### src/design/rroa_pkg.sv
`default_nettype none

package rroa_pkg;

    localparam int FIFO_DEPTH  = 4;
    localparam int PTR_W       = $clog2(FIFO_DEPTH);
    localparam int CNT_W       = $clog2(FIFO_DEPTH + 1);
    localparam int MAX_RESULTS = 3;
    localparam int NRES_W      = $clog2(MAX_RESULTS + 1);

    // controller phases
    localparam logic [3:0] PH_WAIT    = 4'd0;
    localparam logic [3:0] PH_FWD     = 4'd1;
    localparam logic [3:0] PH_TURN    = 4'd2;
    localparam logic [3:0] PH_BACK    = 4'd3;
    localparam logic [3:0] PH_SCANL   = 4'd4;
    localparam logic [3:0] PH_SCANR   = 4'd5;
    localparam logic [3:0] PH_CENTER  = 4'd6;
    localparam logic [3:0] PH_AVOID   = 4'd7;
    localparam logic [3:0] PH_BLOCKED = 4'd8;

    // action codes
    localparam logic [3:0] ACT_NONE     = 4'd0;
    localparam logic [3:0] ACT_STOP     = 4'd1;
    localparam logic [3:0] ACT_FORWARD  = 4'd2;
    localparam logic [3:0] ACT_BACKWARD = 4'd3;
    localparam logic [3:0] ACT_TURN     = 4'd4;
    localparam logic [3:0] ACT_SWEEP    = 4'd5;
    localparam logic [3:0] ACT_LEFT     = 4'd6;
    localparam logic [3:0] ACT_RIGHT    = 4'd7;
    localparam logic [3:0] ACT_CENTER   = 4'd8;

    // front status codes
    localparam logic [1:0] FRONT_CLEAR    = 2'd0;
    localparam logic [1:0] FRONT_OBSTACLE = 2'd1;

    // configuration register indexes
    localparam logic [2:0] REG_FWD_CHANCE  = 3'd0;
    localparam logic [2:0] REG_WAIT_RANGE  = 3'd1;
    localparam logic [2:0] REG_FWD_RANGE   = 3'd2;
    localparam logic [2:0] REG_TURN_RANGE  = 3'd3;
    localparam logic [2:0] REG_AVOID_RANGE = 3'd4;
    localparam logic [2:0] REG_BACKUP      = 3'd5;
    localparam logic [2:0] REG_LOSS_TMO    = 3'd6;

    typedef struct packed {
        logic        mode;
        logic [31:0] now_ms;
        logic        motion_busy;
        logic        scan_complete;
        logic [1:0]  front_status;
        logic        reading_valid;
        logic [15:0] reading_mm;
        logic [6:0]  rand_percent;
        logic        rand_coin;
        logic [15:0] rand_fraction;
    } in_item_t;

    typedef struct packed {
        logic [3:0]         action;
        logic signed [16:0] amount;
    } emit_t;

    typedef struct packed {
        logic [3:0]         action;
        logic signed [16:0] amount;
        logic [3:0]         state_now;
        logic               last;
    } out_item_t;

    // min + ((max - min) * fraction >> 16), min when the range is reversed
    function automatic logic [15:0] scale_range(input logic [31:0] range,
                                                input logic [15:0] frac);
        logic [15:0] lo;
        logic [15:0] hi;
        logic [15:0] diff;
        logic [31:0] prod;
        lo   = range[15:0];
        hi   = range[31:16];
        diff = hi - lo;
        prod = diff * frac;
        if (hi <= lo)
            return lo;
        return lo + prod[31:16];
    endfunction

    function automatic logic signed [16:0] signed_amount(input logic [15:0] mag,
                                                         input logic neg);
        logic [16:0] ext;
        ext = {1'b0, mag};
        return neg ? $signed(17'd0 - ext) : $signed(ext);
    endfunction

endpackage

`default_nettype wire

### src/design/random_roam_obstacle_avoider_core.sv
// path: an input is registered in the input stage, and its results are written to the result queue when it has room
// throughput: one input per cycle while results drain and the queue has room; each
//   result leaves in a cycle of its own, so an input with three results holds the
//   output until all three have left, and a 4-entry result queue sets how far intake runs ahead
// reset: phase blocked until a begin input, control and configuration registers at their defaults
`default_nettype none

module random_roam_obstacle_avoider_core (
    input  wire                clk,
    input  wire                rst_n,
    input  wire                in_valid,
    output logic               in_ready,
    input  wire                mode,
    input  wire  [31:0]        now_ms,
    input  wire                motion_busy,
    input  wire                scan_complete,
    input  wire  [1:0]         front_status,
    input  wire                reading_valid,
    input  wire  [15:0]        reading_mm,
    input  wire  [6:0]         rand_percent,
    input  wire                rand_coin,
    input  wire  [15:0]        rand_fraction,
    output logic               out_valid,
    input  wire                out_ready,
    output logic [3:0]         action,
    output logic signed [16:0] amount,
    output logic [3:0]         state_now,
    output logic               last,
    input  wire                cfg_valid,
    output logic               cfg_ready,
    input  wire  [2:0]         cfg_index,
    input  wire  [31:0]        cfg_data
);

    // configuration
    logic [6:0]  fwd_chance_reg;
    logic [31:0] wait_range_reg;
    logic [31:0] fwd_range_reg;
    logic [31:0] turn_range_reg;
    logic [31:0] avoid_range_reg;
    logic [15:0] backup_reg;
    logic [15:0] loss_tmo_reg;

    // controller state
    logic [3:0]  phase_reg,      phase_next;
    logic [31:0] wait_start_reg, wait_start_next;
    logic [15:0] wait_len_reg,   wait_len_next;
    logic        lost_reg,       lost_next;
    logic [31:0] lost_since_reg, lost_since_next;
    logic        left_ok_reg,    left_ok_next;
    logic        right_ok_reg,   right_ok_next;
    logic [15:0] left_dist_reg,  left_dist_next;
    logic [15:0] right_dist_reg, right_dist_next;
    logic        turn_left_reg,  turn_left_next;

    // input stage
    rroa_pkg::in_item_t s1_reg;
    logic               s1_valid_reg;
    logic               s1_fire;

    // result queue
    rroa_pkg::out_item_t              fifo_mem [rroa_pkg::FIFO_DEPTH];
    logic [rroa_pkg::PTR_W-1:0]       rd_ptr_reg, wr_ptr_reg;
    logic [rroa_pkg::CNT_W-1:0]       count_reg;
    logic                             pop;

    rroa_pkg::emit_t                  res [rroa_pkg::MAX_RESULTS];
    logic [rroa_pkg::NRES_W-1:0]      n_res;
    logic [31:0]                      range_sel;
    logic [15:0]                      scaled;
    logic                             pct_fwd;
    logic                             wait_done;
    logic                             loss_done;
    logic                             tl;

    assign cfg_ready = 1'b1;

    always_ff @(posedge clk or negedge rst_n)
    begin
        if (!rst_n)
        begin
            fwd_chance_reg  <= 7'd60;
            wait_range_reg  <= 32'd131072500;
            fwd_range_reg   <= 32'd65536200;
            turn_range_reg  <= 32'd11796510;
            avoid_range_reg <= 32'd9830460;
            backup_reg      <= 16'd150;
            loss_tmo_reg    <= 16'd500;
        end
        else if (cfg_valid)
        begin
            unique case (cfg_index)
                rroa_pkg::REG_FWD_CHANCE:  fwd_chance_reg  <= cfg_data[6:0];
                rroa_pkg::REG_WAIT_RANGE:  wait_range_reg  <= cfg_data;
                rroa_pkg::REG_FWD_RANGE:   fwd_range_reg   <= cfg_data;
                rroa_pkg::REG_TURN_RANGE:  turn_range_reg  <= cfg_data;
                rroa_pkg::REG_AVOID_RANGE: avoid_range_reg <= cfg_data;
                rroa_pkg::REG_BACKUP:      backup_reg      <= cfg_data[15:0];
                rroa_pkg::REG_LOSS_TMO:    loss_tmo_reg    <= cfg_data[15:0];
                default:                   ;
            endcase
        end
    end

    // an item leaves the input stage only when the queue can take three results
    assign s1_fire  = s1_valid_reg
                    && (count_reg <= rroa_pkg::CNT_W'(rroa_pkg::FIFO_DEPTH
                                                      - rroa_pkg::MAX_RESULTS));
    assign in_ready = !s1_valid_reg || s1_fire;

    always_ff @(posedge clk or negedge rst_n)
    begin
        if (!rst_n)
            s1_valid_reg <= 1'b0;
        else if (in_ready)
            s1_valid_reg <= in_valid;
    end

    always_ff @(posedge clk)
    begin
        if (in_valid && in_ready)
        begin
            s1_reg.mode          <= mode;
            s1_reg.now_ms        <= now_ms;
            s1_reg.motion_busy   <= motion_busy;
            s1_reg.scan_complete <= scan_complete;
            s1_reg.front_status  <= front_status;
            s1_reg.reading_valid <= reading_valid;
            s1_reg.reading_mm    <= reading_mm;
            s1_reg.rand_percent  <= rand_percent;
            s1_reg.rand_coin     <= rand_coin;
            s1_reg.rand_fraction <= rand_fraction;
        end
    end

    // only one range gets scaled in any step, so a single multiplier serves all
    assign pct_fwd = s1_reg.rand_percent < fwd_chance_reg;

    always_comb
    begin
        range_sel = wait_range_reg;
        if (!s1_reg.mode)
        begin
            priority if (phase_reg == rroa_pkg::PH_WAIT)
                range_sel = pct_fwd ? fwd_range_reg : turn_range_reg;
            else if (phase_reg == rroa_pkg::PH_CENTER)
                range_sel = avoid_range_reg;
            else
                range_sel = wait_range_reg;
        end
    end

    assign scaled    = rroa_pkg::scale_range(range_sel, s1_reg.rand_fraction);
    assign wait_done = (s1_reg.now_ms - wait_start_reg) >= {16'd0, wait_len_reg};
    assign loss_done = (s1_reg.now_ms - lost_since_reg) >= {16'd0, loss_tmo_reg};

    always_comb
    begin
        phase_next      = phase_reg;
        wait_start_next = wait_start_reg;
        wait_len_next   = wait_len_reg;
        lost_next       = lost_reg;
        lost_since_next = lost_since_reg;
        left_ok_next    = left_ok_reg;
        right_ok_next   = right_ok_reg;
        left_dist_next  = left_dist_reg;
        right_dist_next = right_dist_reg;
        turn_left_next  = turn_left_reg;
        n_res           = '0;
        tl              = 1'b0;
        for (int j = 0; j < rroa_pkg::MAX_RESULTS; j++)
            res[j] = '{action: rroa_pkg::ACT_NONE, amount: '0};

        if (s1_reg.mode)
        begin
            res[0]          = '{action: rroa_pkg::ACT_STOP, amount: '0};
            res[1]          = '{action: rroa_pkg::ACT_SWEEP, amount: '0};
            n_res           = 2'd2;
            phase_next      = rroa_pkg::PH_WAIT;
            wait_len_next   = scaled;
            wait_start_next = s1_reg.now_ms;
        end
        else
        begin
            unique case (phase_reg)
                rroa_pkg::PH_WAIT:
                begin
                    if (wait_done)
                    begin
                        if (pct_fwd)
                        begin
                            if (s1_reg.front_status == rroa_pkg::FRONT_CLEAR)
                            begin
                                phase_next = rroa_pkg::PH_FWD;
                                lost_next  = 1'b0;
                                res[0]     = '{action: rroa_pkg::ACT_FORWARD,
                                               amount: $signed({1'b0, scaled})};
                                n_res      = 2'd1;
                            end
                        end
                        else
                        begin
                            phase_next = rroa_pkg::PH_TURN;
                            res[0]     = '{action: rroa_pkg::ACT_CENTER, amount: '0};
                            res[1]     = '{action: rroa_pkg::ACT_TURN,
                                           amount: rroa_pkg::signed_amount(
                                               scaled, !s1_reg.rand_coin)};
                            n_res      = 2'd2;
                        end
                    end
                end
                rroa_pkg::PH_FWD:
                begin
                    if (s1_reg.front_status == rroa_pkg::FRONT_OBSTACLE)
                    begin
                        res[0]        = '{action: rroa_pkg::ACT_STOP, amount: '0};
                        res[1]        = '{action: rroa_pkg::ACT_CENTER, amount: '0};
                        res[2]        = '{action: rroa_pkg::ACT_BACKWARD,
                                          amount: $signed({1'b0, backup_reg})};
                        n_res         = 2'd3;
                        phase_next    = rroa_pkg::PH_BACK;
                        left_ok_next  = 1'b0;
                        right_ok_next = 1'b0;
                    end
                    else if (s1_reg.front_status != rroa_pkg::FRONT_CLEAR
                             && lost_reg && loss_done)
                    begin
                        // reading lost too long: stop and wait again
                        res[0]          = '{action: rroa_pkg::ACT_STOP, amount: '0};
                        res[1]          = '{action: rroa_pkg::ACT_SWEEP, amount: '0};
                        n_res           = 2'd2;
                        phase_next      = rroa_pkg::PH_WAIT;
                        wait_len_next   = scaled;
                        wait_start_next = s1_reg.now_ms;
                    end
                    else
                    begin
                        if (s1_reg.front_status == rroa_pkg::FRONT_CLEAR)
                            lost_next = 1'b0;
                        else if (!lost_reg)
                        begin
                            lost_next       = 1'b1;
                            lost_since_next = s1_reg.now_ms;
                        end
                        if (!s1_reg.motion_busy)
                        begin
                            res[0]          = '{action: rroa_pkg::ACT_SWEEP, amount: '0};
                            n_res           = 2'd1;
                            phase_next      = rroa_pkg::PH_WAIT;
                            wait_len_next   = scaled;
                            wait_start_next = s1_reg.now_ms;
                        end
                    end
                end
                rroa_pkg::PH_TURN, rroa_pkg::PH_AVOID:
                begin
                    if (!s1_reg.motion_busy)
                    begin
                        res[0]          = '{action: rroa_pkg::ACT_SWEEP, amount: '0};
                        n_res           = 2'd1;
                        phase_next      = rroa_pkg::PH_WAIT;
                        wait_len_next   = scaled;
                        wait_start_next = s1_reg.now_ms;
                    end
                end
                rroa_pkg::PH_BACK:
                begin
                    if (!s1_reg.motion_busy)
                    begin
                        phase_next = rroa_pkg::PH_SCANL;
                        res[0]     = '{action: rroa_pkg::ACT_LEFT, amount: '0};
                        n_res      = 2'd1;
                    end
                end
                rroa_pkg::PH_SCANL:
                begin
                    if (s1_reg.scan_complete)
                    begin
                        left_ok_next = s1_reg.reading_valid;
                        if (s1_reg.reading_valid)
                            left_dist_next = s1_reg.reading_mm;
                        phase_next = rroa_pkg::PH_SCANR;
                        res[0]     = '{action: rroa_pkg::ACT_RIGHT, amount: '0};
                        n_res      = 2'd1;
                    end
                end
                rroa_pkg::PH_SCANR:
                begin
                    if (s1_reg.scan_complete)
                    begin
                        right_ok_next = s1_reg.reading_valid;
                        if (s1_reg.reading_valid)
                            right_dist_next = s1_reg.reading_mm;
                        phase_next = rroa_pkg::PH_CENTER;
                        res[0]     = '{action: rroa_pkg::ACT_CENTER, amount: '0};
                        n_res      = 2'd1;
                    end
                end
                rroa_pkg::PH_CENTER:
                begin
                    if (s1_reg.scan_complete)
                    begin
                        if (!left_ok_reg && !right_ok_reg)
                        begin
                            res[0]     = '{action: rroa_pkg::ACT_STOP, amount: '0};
                            n_res      = 2'd1;
                            phase_next = rroa_pkg::PH_BLOCKED;
                        end
                        else
                        begin
                            // prefer the only valid side, else the longer one, else the coin
                            priority if (left_ok_reg && !right_ok_reg)
                                tl = 1'b1;
                            else if (!left_ok_reg && right_ok_reg)
                                tl = 1'b0;
                            else if (left_dist_reg != right_dist_reg)
                                tl = left_dist_reg > right_dist_reg;
                            else
                                tl = !s1_reg.rand_coin;
                            turn_left_next = tl;
                            phase_next     = rroa_pkg::PH_AVOID;
                            res[0]         = '{action: rroa_pkg::ACT_TURN,
                                               amount: rroa_pkg::signed_amount(scaled, tl)};
                            n_res          = 2'd1;
                        end
                    end
                end
                default: ;
            endcase
        end
    end

    always_ff @(posedge clk or negedge rst_n)
    begin
        if (!rst_n)
        begin
            phase_reg      <= rroa_pkg::PH_BLOCKED;
            wait_start_reg <= '0;
            wait_len_reg   <= '0;
            lost_reg       <= 1'b0;
            lost_since_reg <= '0;
            left_ok_reg    <= 1'b0;
            right_ok_reg   <= 1'b0;
            left_dist_reg  <= '0;
            right_dist_reg <= '0;
            turn_left_reg  <= 1'b0;
        end
        else if (s1_fire)
        begin
            phase_reg      <= phase_next;
            wait_start_reg <= wait_start_next;
            wait_len_reg   <= wait_len_next;
            lost_reg       <= lost_next;
            lost_since_reg <= lost_since_next;
            left_ok_reg    <= left_ok_next;
            right_ok_reg   <= right_ok_next;
            left_dist_reg  <= left_dist_next;
            right_dist_reg <= right_dist_next;
            turn_left_reg  <= turn_left_next;
        end
    end

    // result queue
    assign pop = out_valid && out_ready;

    always_ff @(posedge clk)
    begin
        if (s1_fire)
        begin
            for (int j = 0; j < rroa_pkg::MAX_RESULTS; j++)
            begin
                if (rroa_pkg::NRES_W'(j) < n_res)
                    fifo_mem[wr_ptr_reg + rroa_pkg::PTR_W'(j)] <=
                        '{action:    res[j].action,
                          amount:    res[j].amount,
                          state_now: phase_next,
                          last:      (rroa_pkg::NRES_W'(j + 1) == n_res)};
            end
        end
    end

    always_ff @(posedge clk or negedge rst_n)
    begin
        if (!rst_n)
        begin
            rd_ptr_reg <= '0;
            wr_ptr_reg <= '0;
            count_reg  <= '0;
        end
        else
        begin
            if (pop)
                rd_ptr_reg <= rd_ptr_reg + rroa_pkg::PTR_W'(1);
            if (s1_fire)
                wr_ptr_reg <= wr_ptr_reg + rroa_pkg::PTR_W'(n_res);
            count_reg <= count_reg
                       + (s1_fire ? rroa_pkg::CNT_W'(n_res) : rroa_pkg::CNT_W'(0))
                       - (pop ? rroa_pkg::CNT_W'(1) : rroa_pkg::CNT_W'(0));
        end
    end

    assign out_valid = count_reg != '0;
    assign action    = fifo_mem[rd_ptr_reg].action;
    assign amount    = fifo_mem[rd_ptr_reg].amount;
    assign state_now = fifo_mem[rd_ptr_reg].state_now;
    assign last      = fifo_mem[rd_ptr_reg].last;

`ifndef NO_ASSERTIONS
    a_count_bound: assert property (@(posedge clk) disable iff (!rst_n)
        count_reg <= rroa_pkg::CNT_W'(rroa_pkg::FIFO_DEPTH))
        else $error("result queue overflow");

    a_phase_range: assert property (@(posedge clk) disable iff (!rst_n)
        phase_reg <= rroa_pkg::PH_BLOCKED)
        else $error("phase out of range");

    a_begin_waits: assert property (@(posedge clk) disable iff (!rst_n)
        (s1_fire && s1_reg.mode) |=> phase_reg == rroa_pkg::PH_WAIT)
        else $error("begin did not enter waiting");

    a_blocked_holds: assert property (@(posedge clk) disable iff (!rst_n)
        (s1_fire && !s1_reg.mode && phase_reg == rroa_pkg::PH_BLOCKED)
        |=> phase_reg == rroa_pkg::PH_BLOCKED)
        else $error("left blocked without begin");

    a_blocked_silent: assert property (@(posedge clk) disable iff (!rst_n)
        (s1_fire && !s1_reg.mode && phase_reg == rroa_pkg::PH_BLOCKED)
        |=> count_reg <= $past(count_reg))
        else $error("blocked phase produced a result");
`endif

endmodule

`default_nettype wire
### config.mk
export PLATFORM = sky130hd
export DESIGN_NAME = random_roam_obstacle_avoider_core
export DESIGN_NICKNAME = d
export VERILOG_FILES = /design/src/design/rroa_pkg.sv /design/src/design/random_roam_obstacle_avoider_core.sv
export SDC_FILE = /design/constraint.sdc
export NUM_CORES = 2
export LEC_CHECK = 0
export BUFFER_PORTS_ARGS = -buffer_cell sky130_fd_sc_hd__buf_2
export CORE_AREA = 2 2 313 315
export CTS_CLUSTER_SIZE = 28
export DETAILED_ROUTE_END_ITERATION = 7
export DIE_AREA = 0 0 315 317
export MAX_ROUTING_LAYER = met4
export SYNTH_ARGS = -nofsm -noshare
export SYNTH_HDL_FRONTEND = slang
export SYNTH_SLANG_ARGS = --single-unit
### constraint.sdc
create_clock -name clk -period 19.85 [get_ports clk]
set_input_delay 2.9775 -clock clk [delete_from_list [all_inputs] [get_ports clk]]
set_output_delay 2.9775 -clock clk [all_outputs]
set_load 0.02 [all_outputs]
After elaboration in Yosys (flattened, before gate mapping)
Memory sizes are Yosys's and may differ from the RTL's.
Index checks and enable logic that the tools add are counted.
{"block": "word_totals", "mem_count": 1, "in_bits": 118, "register_bits": 372, "out_inout_bits": 29, "ram_bits": 104, "word_cells": 212}
{"memory": "fifo_mem", "words": 4, "word_bits": 26, "rd": 1, "rd_ports_with_merged_regs": 0, "write_ports": 3, "line_no": "random_roam_obstacle_avoider_core.sv:62", "source": "rroa_pkg::out_item_t fifo_mem [rroa_pkg::FIFO_DEPTH];"}
{"block": "classes", "mul": 1, "addsub": 11, "n_lt_le_gt_ge": 9, "eq_ne": 27, "mux": 89, "bitwise_logic": 5, "reduce_logical": 39}
{"operator": "$mux W32", "count": 8}
{"operator": "$mux W20", "count": 8}
{"operator": "$pmux W21 S7", "count": 1}
{"operator": "$mux W16", "count": 6}
{"operator": "$mux W42", "count": 2}
{"operator": "$mux W19", "count": 4}
{"operator": "$ge A32 B16 Y1", "count": 2}
{"operator": "$pmux W32 S2", "count": 1}
{"operator": "$sub A32 B32 Y32", "count": 2}
{"operator": "$mux W4", "count": 12}
{"operator": "$mux W21", "count": 2}
{"operator": "$pmux W21 S2", "count": 1}
{"operator": "$mux W41", "count": 1}
{"operator": "$mux W17", "count": 2}
{"operator": "$mul A16 B16 Y32", "count": 1}
{"operator": "$pmux W16 S2", "count": 1}
{"operator": "$mux W1", "count": 29}
{"operator": "$pmux W4 S7", "count": 1}
{"operator": "$reduce_and A5 Y1", "count": 4}
{"operator": "$sub A1 B16 Y17 const A", "count": 1}
{"operator": "$add A16 B16 Y16", "count": 1}
{"operator": "$eq A4 B3 Y1 const B", "count": 4}
{"operator": "$gt A16 B16 Y1", "count": 1}
{"operator": "$le A16 B16 Y1", "count": 1}
{"operator": "other kinds (40)", "count": 85}

Longest topological paths before layout
{"block": "logic_depth", "word_depth": 14, "ltp_mapped": 65, "mapped_depth_nobuf": 59}

Worst setup path after synthesis
No wires, ideal clock.
{"block": "synth_path", "path_type": "flip-flop to flip-flop", "startpoint": "register fwd_chance_reg[4]", "endpoint": "memory fifo_mem[1][19] (netlist bit), data pin", "path_slack_ps": 5589, "arrival_time_ps": 13986, "path_stages_with_launch": 63, "t_required_ps": 19576, "setup_ps": 274, "synth_period_minus_slack_ps": 14261, "path_cell_list": "dfstp_2 inv_1 ha_1 a211oi_1 nor2_1 a211oi_2 buf_6 buf_1 clkbuf_1 buf_1 mux2i_1 a21oi_1 o22ai_1 ha_1 nor2b_1 o21ai_0 a21boi_0 o21ai_0 [... 27 more ...] o21a_1 o21a_1 nor3_1 nor2_1 ha_1 clkbuf_1 and3_1 inv_1 a2111oi_0 a211oi_1 o2111a_1 a211oi_1 and3_1 and2b_1 and3_1 xnor2_1 o32a_1 o311ai_1"}
{"element": "start: declaration", "line_no": "random_roam_obstacle_avoider_core.sv:36", "source": "logic [6:0] fwd_chance_reg;"}
{"element": "start signal: assignment", "line_no": "random_roam_obstacle_avoider_core.sv:93", "source": "rroa_pkg::REG_FWD_CHANCE: fwd_chance_reg <= cfg_data[6:0];"}
{"element": "end: declaration", "line_no": "random_roam_obstacle_avoider_core.sv:62"}

==> summary.txt <==
Clock network
  • Maximum level of the CTS H-tree: 2
  • Clk root buf: clkbuf_16
  • Hold buffer count at CTS: 0
  • Setup Fix Bufs, Post-CTS: 0
  • Clock Latency Late Sink: 0.63 ns
  • Post-CTS Resized: 0
  • CTS tree: done
  • Worst-path clk slew: ~0.070 ns
  • # clock sinks: approximately 480
  • Clock Path Buffers: 3
  • Total CTS buffers: 51

Layout
  • Max FFs per register: 104
  • Commonest non-fill, non-tap cell in the layout: inv_1
  • Post-Layout Cell Count: ~5000
  • Fraction of final layout cells sized beyond drive strength 1: 0.1854
  • Most frequent cells in the layout: inv_1 (405), nand2_1 (371), mux2_2 (271), ha_1 (253), dfrtp_1 (241)
  • # fillers: approximately 9400
  • Reg area: approximately 13000 um2
  • Area of the multi-input gates: 21480 um2
  • Total Nets Final: 4248
  • Area delta synth->final: 10.94%

Setup path
  • Worst EP arrival: between 15 and 20 ns
  • Slowest stage delay, CP: approximately 0.90 ns
  • Crit-path slowest cell: a2111oi_0
  • Reg-to-reg endpoint: fifo_mem[0][19]
  • Crit-path leading delay family: compound AO/OA/AOI/OAI gates
  • Reg2Reg Launch Point: fwd_chance_reg[4]
  • Crit path buffers/inverters: 9
  • Req. time, crit path: slightly above 20 ns
  • FF-to-FF path depth: 58
  • Slack of the worst reg-to-reg path: between 3 and 4 ns
  • Critical path endpoint category: flop
  • Crit Path Max Fanout: 37
  • Worst setup SP type: flop
  • Crit path kind: reg -> reg

STA
  • Worst slew pin tran: 1.298 ns
  • Final setup viols: 0
  • Sum Neg Setup Slack: 0 ns
  • Fmax: approximately 0.063 GHz
  • Final worst-path cycle share: 0.7993
  • Final Max Tran Viols: 0
  • Min Tclk post-route: between 15 and 20 ns
  • Clk_skew: around 0.046 ns
  • Worst setup margin: 3.984 ns
  • Fin. Hold Viols: 0
  • Unrepaired setup endpoints after global routing: false
  • Slew HR: 0.1277
  • Final hold slack: between 0.4 and 0.5 ns

Global route
  • Vias in the first global route: roughly 27000
  • Initial antenna violation count: 12
  • GRT overflow: 0
  • Largest net degree at the start of global routing: between 90 and 100
  • First-pass GRT wire length: between 150000 and 200000 um
  • Gr usage total: 0.2043

Worst hold path
  • Hold Crit Class: reg -> reg
  • Min-delay src: s1_reg[34]
  • Hold Crit Endpoint: right_dist_reg[10]
  • Hold Path Cell Cnt: 2

Synthesis
  • Synthesized cell area: 36320 um2
  • Cell variety after synth: between 100 and 150
  • Synthesized net count: between 4000 and 5000
  • Synth Instances: between 3000 and 4000
  • FF+latch count, synth: roughly 480
  • Main combinational cell family by area after synthesis: adder cells
  • Leading area contributor after synthesis: dfrtp_1
  • Post-Synth Simple-Gate Area: 0.1330
  • Post-synthesis mux area share: 0.1109
  • Fraction of registers with async set/reset: 0.6176
  • Mapped Avg Cell Area: a little over 10 um2
  • Adder-Cell Fraction of Synth Area: 0.1966
  • Synth top area cells: dfrtp_1 (17%), edfxtp_1 (14%), fa_1 (11%), ha_1 (8.7%), mux2_2 (8.4%)
  • Ys Warns: 0
  • Compound-Gate Fraction of Synth Area: 0.1271
  • Post-synth top area share: 0.1668
  • Seq/Total Area, Yosys: 0.3516
  • XOR/XNOR share of the synthesized area: 0.02074
  • Synth Flop Type: dfrtp_1
  • Post-synth EDFFs: between 150 and 200

Detailed routing
  • Vias: 27120
  • Avg WL per Cell: around 20 um
  • Drt first-iter violations: approximately 1700
  • DRT antenna net count: 0
  • Final wirelength: roughly 100000 um
  • DR vias/cell: around 5.4
  • DRC: 0
  • DR pass1 iterations: 8

Floorplan
  • Core ar.: about 96000 um2
  • Initial Util: 0.3772
  • Row count: between 100 and 150
  • Io pins: around 150
  • Die footprint: ~100000 um2
  • Die Ht: 317 um
  • Die Wd: about 320 um

Place
  • Pre-CTS WS: between 4 and 5 ns
  • Buffers added on ports: 145
  • HPWL Detailed: roughly 73000 um
  • Placed cells: slightly below 5000
  • GPL Wtd Cong: about 0.9

Outcome
  • Status: complete, no violations

Run
  • Max-cap viol count: 0
## through the flow
| stage | instance area, um2 | util |
|---|---|---|
| global route | 40290 | 0.4184 |
| global placement | 38490 | 0.3998 |
| CTS | 40260 | 0.4181 |
| floorplan | 36320 | - |
| detailed placement | 38490 | 0.3998 |
| finish | 40290 | 0.4185 |
## worst max path at each step
stage                      startpoint         endpoint  slack [ns]  cells past startpoint
floorplan           fwd_chance_reg[4]  fifo_mem[1][19]        5.59                     62
global placement    fwd_chance_reg[4]  fifo_mem[0][19]        4.47                     58
detailed placement  fwd_chance_reg[4]  fifo_mem[0][19]        4.21                     58
CTS                 fwd_chance_reg[4]  fifo_mem[0][19]        4.17                     58
global route        fwd_chance_reg[4]  fifo_mem[0][19]        2.66                     59
finish              fwd_chance_reg[4]  fifo_mem[0][19]        3.98                     58
## cell families (layout without fill, tap and decap cells)
logic type / count (synthesis) / after routing
AO/OA/AOI/OAI: 684 / 684
adder cells (fa/ha/maj): 452 / 452
AND/OR/NAND/NOR: 988 / 988
XOR/XNOR: 86 / 86
buffers and inverters: 570 / 699
other: 1 / 13
flip-flops: 476 / 476
multiplexers: 336 / 336
## worst reg2reg max path, delay by kind of cell, from the launching register on
family	cells	cell delay, ns
AOI/OAI and AO/OA	25	6.04
xor gates and xnor gates	1	0.14
adders and majority gates	10	4.36
buffers and inverters	9	1.40
DFF	1	0.51
muxes	1	0.50
and+or+nand+nor	12	2.65
## synth_stat cells, drive strengths merged, types with 12 or more instances
cell type / n
dfxtp: 12
nand2b: 29
nor2: 177
o211ai: 49
xor2: 30
dfstp: 52
nor2b: 45
a31oi: 22
and4: 12
nand4: 33
nand2: 371
edfxtp: 170
mux2: 271
and2: 107
o22ai: 33
mux4: 26
a211oi: 24
a221o: 24
nand3: 69
o21ai: 140
fa: 198
nor4: 28
a21oi: 160
inv: 406
mux2i: 39
dfrtp: 242
clkbuf: 135
a21o: 59
or3: 19
a22oi: 20
xnor2: 56
buf: 28
nor3: 39
and3: 19
o21a: 28
ha: 253
## per-layer routing
layer | global-route usage | wire length, um | up-vias
li1 | - | - | 12780
met1 | 0.2629 | 43240 | 13490
met2 | 0.3344 | 47540 | 704
met3 | 0.02909 | 5246 | 144
met4 | 0.06180 | 2855 | 0
met5 | - | 0 | -
## final cells by class
cell class,count,area share
multi-input combinational,2547,0.5331
sequential,476,0.3169
tap,1276,0.03963
inverter,407,0.03792
clock buffer,74,0.03782
timing repair buffer,196,0.02776
clock inverter,22,0.006118
antenna,12,0.0007453
Power is not shown: default switching activity piles up to over one toggle a cycle in this logic, so the estimate is an artifact.
